**config.mk**
```make
export PLATFORM = sky130hd
export DESIGN_NAME = oets_ctrl
export DESIGN_NICKNAME = d
export VERILOG_FILES = /design/src/oets_pkg.sv /design/src/oets_ctrl.sv
export VERILOG_INCLUDE_DIRS = /design/src /design/src/src
export SDC_FILE = /design/constraint.sdc
export NUM_CORES = 1
export LEC_CHECK = 0
export BUFFER_PORTS_ARGS = -buffer_cell sky130_fd_sc_hd__buf_2
export CORE_UTILIZATION = 29
export DETAILED_ROUTE_END_ITERATION = 16
export PLACE_DENSITY = 0.54
export RECOVER_POWER = 100
export SYNTH_ARGS = -nofsm -noshare
export SYNTH_HDL_FRONTEND = slang
export SYNTH_SLANG_ARGS = --single-unit
```
**constraint.sdc**
```tcl
create_clock -name clk -period 2.7 [get_ports clk]
set_clock_uncertainty 0.2 [all_clocks]
set_input_delay 0.405 -clock clk [delete_from_list [all_inputs] [get_ports clk]]
set_output_delay 0.405 -clock clk [all_outputs]
set_load 0.05 [all_outputs]
```
**src/odd_even_transposition_sorter_defines.svh**
```systemverilog
// Assertion macros for the sorter RTL.
// No dependencies; included by files that carry concurrent assertions.
`ifndef ODD_EVEN_TRANSPOSITION_SORTER_DEFINES_SVH
`define ODD_EVEN_TRANSPOSITION_SORTER_DEFINES_SVH

// Same-cycle implication, disabled while reset is asserted.
`define OETS_ASSERT_NOW(label, clk, rst_n, ante, cons, msg) \
    label: assert property (@(posedge clk) disable iff (!rst_n) (ante) |-> (cons)) \
        else $error(msg);

// Next-cycle implication, disabled while reset is asserted.
`define OETS_ASSERT_NEXT(label, clk, rst_n, ante, cons, msg) \
    label: assert property (@(posedge clk) disable iff (!rst_n) (ante) |=> (cons)) \
        else $error(msg);

`endif

```
**src/oets_pkg.sv**
```systemverilog
// Shared types and constants for the odd-even transposition sorter.
// No dependencies; imported by the controller, datapath and top level.
`default_nettype none

package oets_pkg;

    // Width of the value fields on the ports.
    localparam int FIELD_WIDTH = 32;

    typedef enum logic [1:0] {
        ST_LOAD,
        ST_SORT,
        ST_EMIT
    } state_t;

    // Commands from the controller to the datapath.
    typedef struct packed {
        logic load;       // write the incoming value at the fill position
        logic sort;       // run one compare-swap phase
        logic phase_odd;  // phase parity: pairs start at odd positions
        logic shift;      // advance the row toward position zero
    } cmd_t;

endpackage

`default_nettype wire

```
**src/oets_ctrl.sv**
```systemverilog
// Controller state machine of the sorter: load, sort phases, emit.
// Depends on oets_pkg and odd_even_transposition_sorter_defines.svh.
`default_nettype none
`include "odd_even_transposition_sorter_defines.svh"

module oets_ctrl #(
    parameter int MAX_ELEMENTS = 64,
    parameter int CNT_W        = 7
) (
    input  wire logic          clk,
    input  wire logic          rst_n,
    input  wire logic          in_valid,
    output logic               in_ready,
    input  wire logic          is_last,
    output logic               out_valid,
    input  wire logic          out_ready,
    output logic               is_last_res,
    output oets_pkg::cmd_t     cmd,
    output logic [CNT_W-1:0]   count
);
    import oets_pkg::*;

    state_t             state_reg;
    state_t             state_next;
    logic [CNT_W-1:0]   count_reg;
    logic [CNT_W-1:0]   count_next;
    logic [CNT_W-1:0]   phase_reg;
    logic [CNT_W-1:0]   phase_next;

    always_ff @(posedge clk or negedge rst_n)
    begin
        if (!rst_n)
        begin
            state_reg <= ST_LOAD;
            count_reg <= '0;
            phase_reg <= '0;
        end
        else
        begin
            state_reg <= state_next;
            count_reg <= count_next;
            phase_reg <= phase_next;
        end
    end

    always_comb
    begin
        state_next = state_reg;
        count_next = count_reg;
        phase_next = phase_reg;
        cmd        = '0;
        in_ready   = 1'b0;
        out_valid  = 1'b0;
        unique case (state_reg)
            ST_LOAD:
            begin
                in_ready = 1'b1;
                if (in_valid)
                begin
                    // drop values once the row is full
                    if (count_reg < CNT_W'(MAX_ELEMENTS))
                    begin
                        cmd.load   = 1'b1;
                        count_next = count_reg + 1'b1;
                    end
                    if (is_last)
                    begin
                        state_next = ST_SORT;
                        phase_next = '0;
                    end
                end
            end
            ST_SORT:
            begin
                cmd.sort      = 1'b1;
                cmd.phase_odd = phase_reg[0];
                if (phase_reg == count_reg - 1'b1)
                begin
                    state_next = ST_EMIT;
                    phase_next = '0;
                end
                else
                begin
                    phase_next = phase_reg + 1'b1;
                end
            end
            ST_EMIT:
            begin
                out_valid = 1'b1;
                if (out_ready)
                begin
                    cmd.shift  = 1'b1;
                    count_next = count_reg - 1'b1;
                    if (count_reg == CNT_W'(1))
                    begin
                        state_next = ST_LOAD;
                    end
                end
            end
            default:
            begin
                state_next = ST_LOAD;
            end
        endcase
    end

    assign is_last_res = (count_reg == CNT_W'(1));
    assign count       = count_reg;

    `OETS_ASSERT_NOW(a_count_bound, clk, rst_n, 1'b1, count_reg <= CNT_W'(MAX_ELEMENTS), "element count above capacity")
    `OETS_ASSERT_NOW(a_nonempty_run, clk, rst_n, state_reg == ST_SORT || state_reg == ST_EMIT, count_reg != '0, "sort or emit with an empty row")
    `OETS_ASSERT_NOW(a_phase_bound, clk, rst_n, state_reg == ST_SORT, phase_reg < count_reg, "phase counter past element count")
    `OETS_ASSERT_NEXT(a_run_done, clk, rst_n, out_valid && out_ready && is_last_res, in_ready && count_reg == '0 && phase_reg == '0, "row not emptied after final beat")

endmodule

`default_nettype wire

```
==> flow_summary.toml <==
[logic_synthesis]
synth.top_cell.area_share_pct = 34.56
synth_commonest_cells = "dfrtp_1, xnor2_1, inv_1, nand2_1, nor2_1"
synthesis.nets = 128
syn_area_mm2 = 0.001159
synth_cell_types = 39
synthTopCellsByArea = "dfrtp_1, xnor2_1, ha_1"
ys_async_sr_fraction_pct = 100.0
synthFlopType = "dfrtp_1"
yosys.area.top_type = "dfrtp_1"
ys_ff_latch = 16
synth_edf_count = 0
syn_inst = 119
synth_most_common_cell = "dfrtp_1"
avgSynthCellArea_um2 = 9.736
yosys_warnings = 0
ys_seq_area_share_pct = 34.56

[floorplan]
core_area_mm2 = 0.003744
initial_utilization_pct = 30.95
num_io_pins = 19
die_w_um = 65.21
dieHeight_um = 65.21
dieArea_mm2 = 0.004252
rows = 22

[sta]
tns_ns = 0
tightest_slew_ns = 0.9248
min_period_ns = 2.482
setup_violations = 0
rsz0062_at_grt = "no"
whs_ns = 0.2899
hold_viol = 0
fmax_mhz = 402.9
slew_viol_final = 0
fin_crit_sh_pct = 91.92
max_slew_margin_pct = 38.35

[hold_path]
holdCritStartpoint = "out_ready"
hold_depth = 4
min_to = "state_reg[1]$_DFFE_PN0P_"
hp-class = "in2reg"

[grt]
grtUsageTotal_pct = 13.33
antenna_found_initial = 0
grt_max_degree = 17
grt_pass1_vias = 892
grt_overflow = 0
grt_pass1_wl_um = 4236

[clock_tree]
cts_resized = 0
clockBufferDepth = 2
htreeDepth = 1
clk_latency_ns = 0.25
clkTransAtPathRegs_ns = 0.07
cts_tree = "done"
cts_root_buffer = "clkbuf_8"
clock_sinks = 16
cts_buffers = 3

[layout]
nFillCells = 397
final_cells = 186
layout-area-overhead-vs-synth_pct = 13.61
nNetsFinal = 148
drive_gt1_share_pct = 13.04
antennaDiodeCount = 0

[worst_setup_path]
r2r-start = "count[1]$_DFFE_PN0P_"
reg2reg_to = "phase_reg[4]$_DFFE_PN0P_"
startpoint_type = "flip-flop"
rr_worst_depth = 8
cp_max_fo = 9
end_kind = "output pin"
crit_type = "reg2out"
cp.required_ns = 2.10
r2r_setup_slack_ns = 0.30
cp_data_arrival_time_ns = 1.88

[route]
first_pass_iters = 4
drc = 0
drt_iter0_drc = 52
wl_um = 2555
routedWlPerCell_um = 13.74
num_vias = 930
routed_via_density = 5.000
ant_nets = 0

[flow_run]
drv_cap = 0

[placement]
port_buffers = 18
place_inst = 181
place_hpwl_um = 1948
routabilityCongestion = 0.7733

[outcome]
status = "finished clean"
## logic make-up (layout without fill, tap and decap cells)
kind of cell | count (synthesis) | in the layout | synth area share (%)
AND/OR/NAND/NOR | 45 | 45 | 23.22
buffers and inverters | 13 | 32 | 5.075
AO/OA/AOI/OAI | 19 | 19 | 12.85
adder cells (fa/ha/maj) | 4 | 4 | 4.320
flip-flops | 16 | 16 | 34.56
XOR/XNOR | 18 | 18 | 16.42
multiplexers | 4 | 4 | 3.564
## metal layers
layer | wire [µm] | vias to the layer above | share of wire [%] | track usage [%]
met5 | 0 | - | 0 | 0
met4 | 25 | 0 | 0.98 | 4.620
met3 | 135 | 4 | 5.3 | 3.819
met2 | 1150 | 21 | 45 | 20.62
met1 | 1244 | 456 | 49 | 17.60
li1 | - | 449 | - | -
## metrics by stage
stage          setup WS [ns]  area [µm²]  utilization (%)
3_3_place_gp          0.4556        1303            34.79
5_1_grt              0.07114        1316            35.16
4_1_cts               0.3085        1368            36.53
2_1_floorplan         0.2229        1174                -
6_report              0.2181        1316            35.16
3_5_place_dp          0.3687        1303            34.79
## area by class of cell
class / count / area, µm² / share of cell area, %
inverter: 8 / 30.03 / 2.281
multi-input combinational: 90 / 680.7 / 51.71
timing repair buffer: 20 / 90.09 / 6.844
clock buffer: 4 / 55.05 / 4.183
sequential: 16 / 400.4 / 30.42
tap: 48 / 60.06 / 4.563
## layout by cell type, fill, tap and decap left out
cell,count
o21ai_0,5
a22o_2,1
xnor2_1,14
o22ai_1,2
inv_1,8
o21bai_1,1
nor4_4,1
nor4b_4,1
nor3b_1,1
buf_4,1
nand3_1,6
xor2_1,3
nor3_2,1
a21oi_1,5
nand4_1,4
mux2i_1,3
xnor3_1,1
clkbuf_8,4
o41ai_2,1
buf_2,3
a41oi_4,1
nand2_1,8
and2_1,2
dfrtp_1,16
clkbuf_1,14
nor3_1,2
clkbuf_2,1
mux2_2,1
a21o_2,1
nor2_1,8
ha_1,4
nand2b_1,4
o31ai_1,1
dlygate4sd3_1,1
or3_1,1
and3_1,5
or2_2,1
o221ai_1,1
## worst max path at each step
stage                        startpoint                  endpoint  slack [ns]  cells past startpoint
2_1_floorplan      count[3]$_DFFE_PN0P_               is_last_res        0.22                      3
3_3_place_gp       count[1]$_DFFE_PN0P_  phase_reg[3]$_DFFE_PN0P_        0.46                      8
3_5_place_dp       count[1]$_DFFE_PN0P_  phase_reg[4]$_DFFE_PN0P_        0.37                      8
4_1_cts            count[3]$_DFFE_PN0P_               is_last_res        0.31                      3
5_1_grt            count[1]$_DFFE_PN0P_  phase_reg[4]$_DFFE_PN0P_        0.07                      8
6_report       state_reg[0]$_DFFE_PN0P_                    cmd[0]        0.22                      4
## timing repair
item	CTS	global route
buffers inserted	0	0
endpoints found under the hold margin	16	0
hold buffers	1	0
## critical path, cell delays in order, from the launching register on
cell      delay [ns]
dfrtp_1         0.43
nand2b_1        0.35
inv_1           0.20
and2_1          0.17
clkbuf_1        0.47
Power is left out: the tool's default activity adds up to more than one toggle a clock period on the data nets, which glitch-free logic cannot reach.
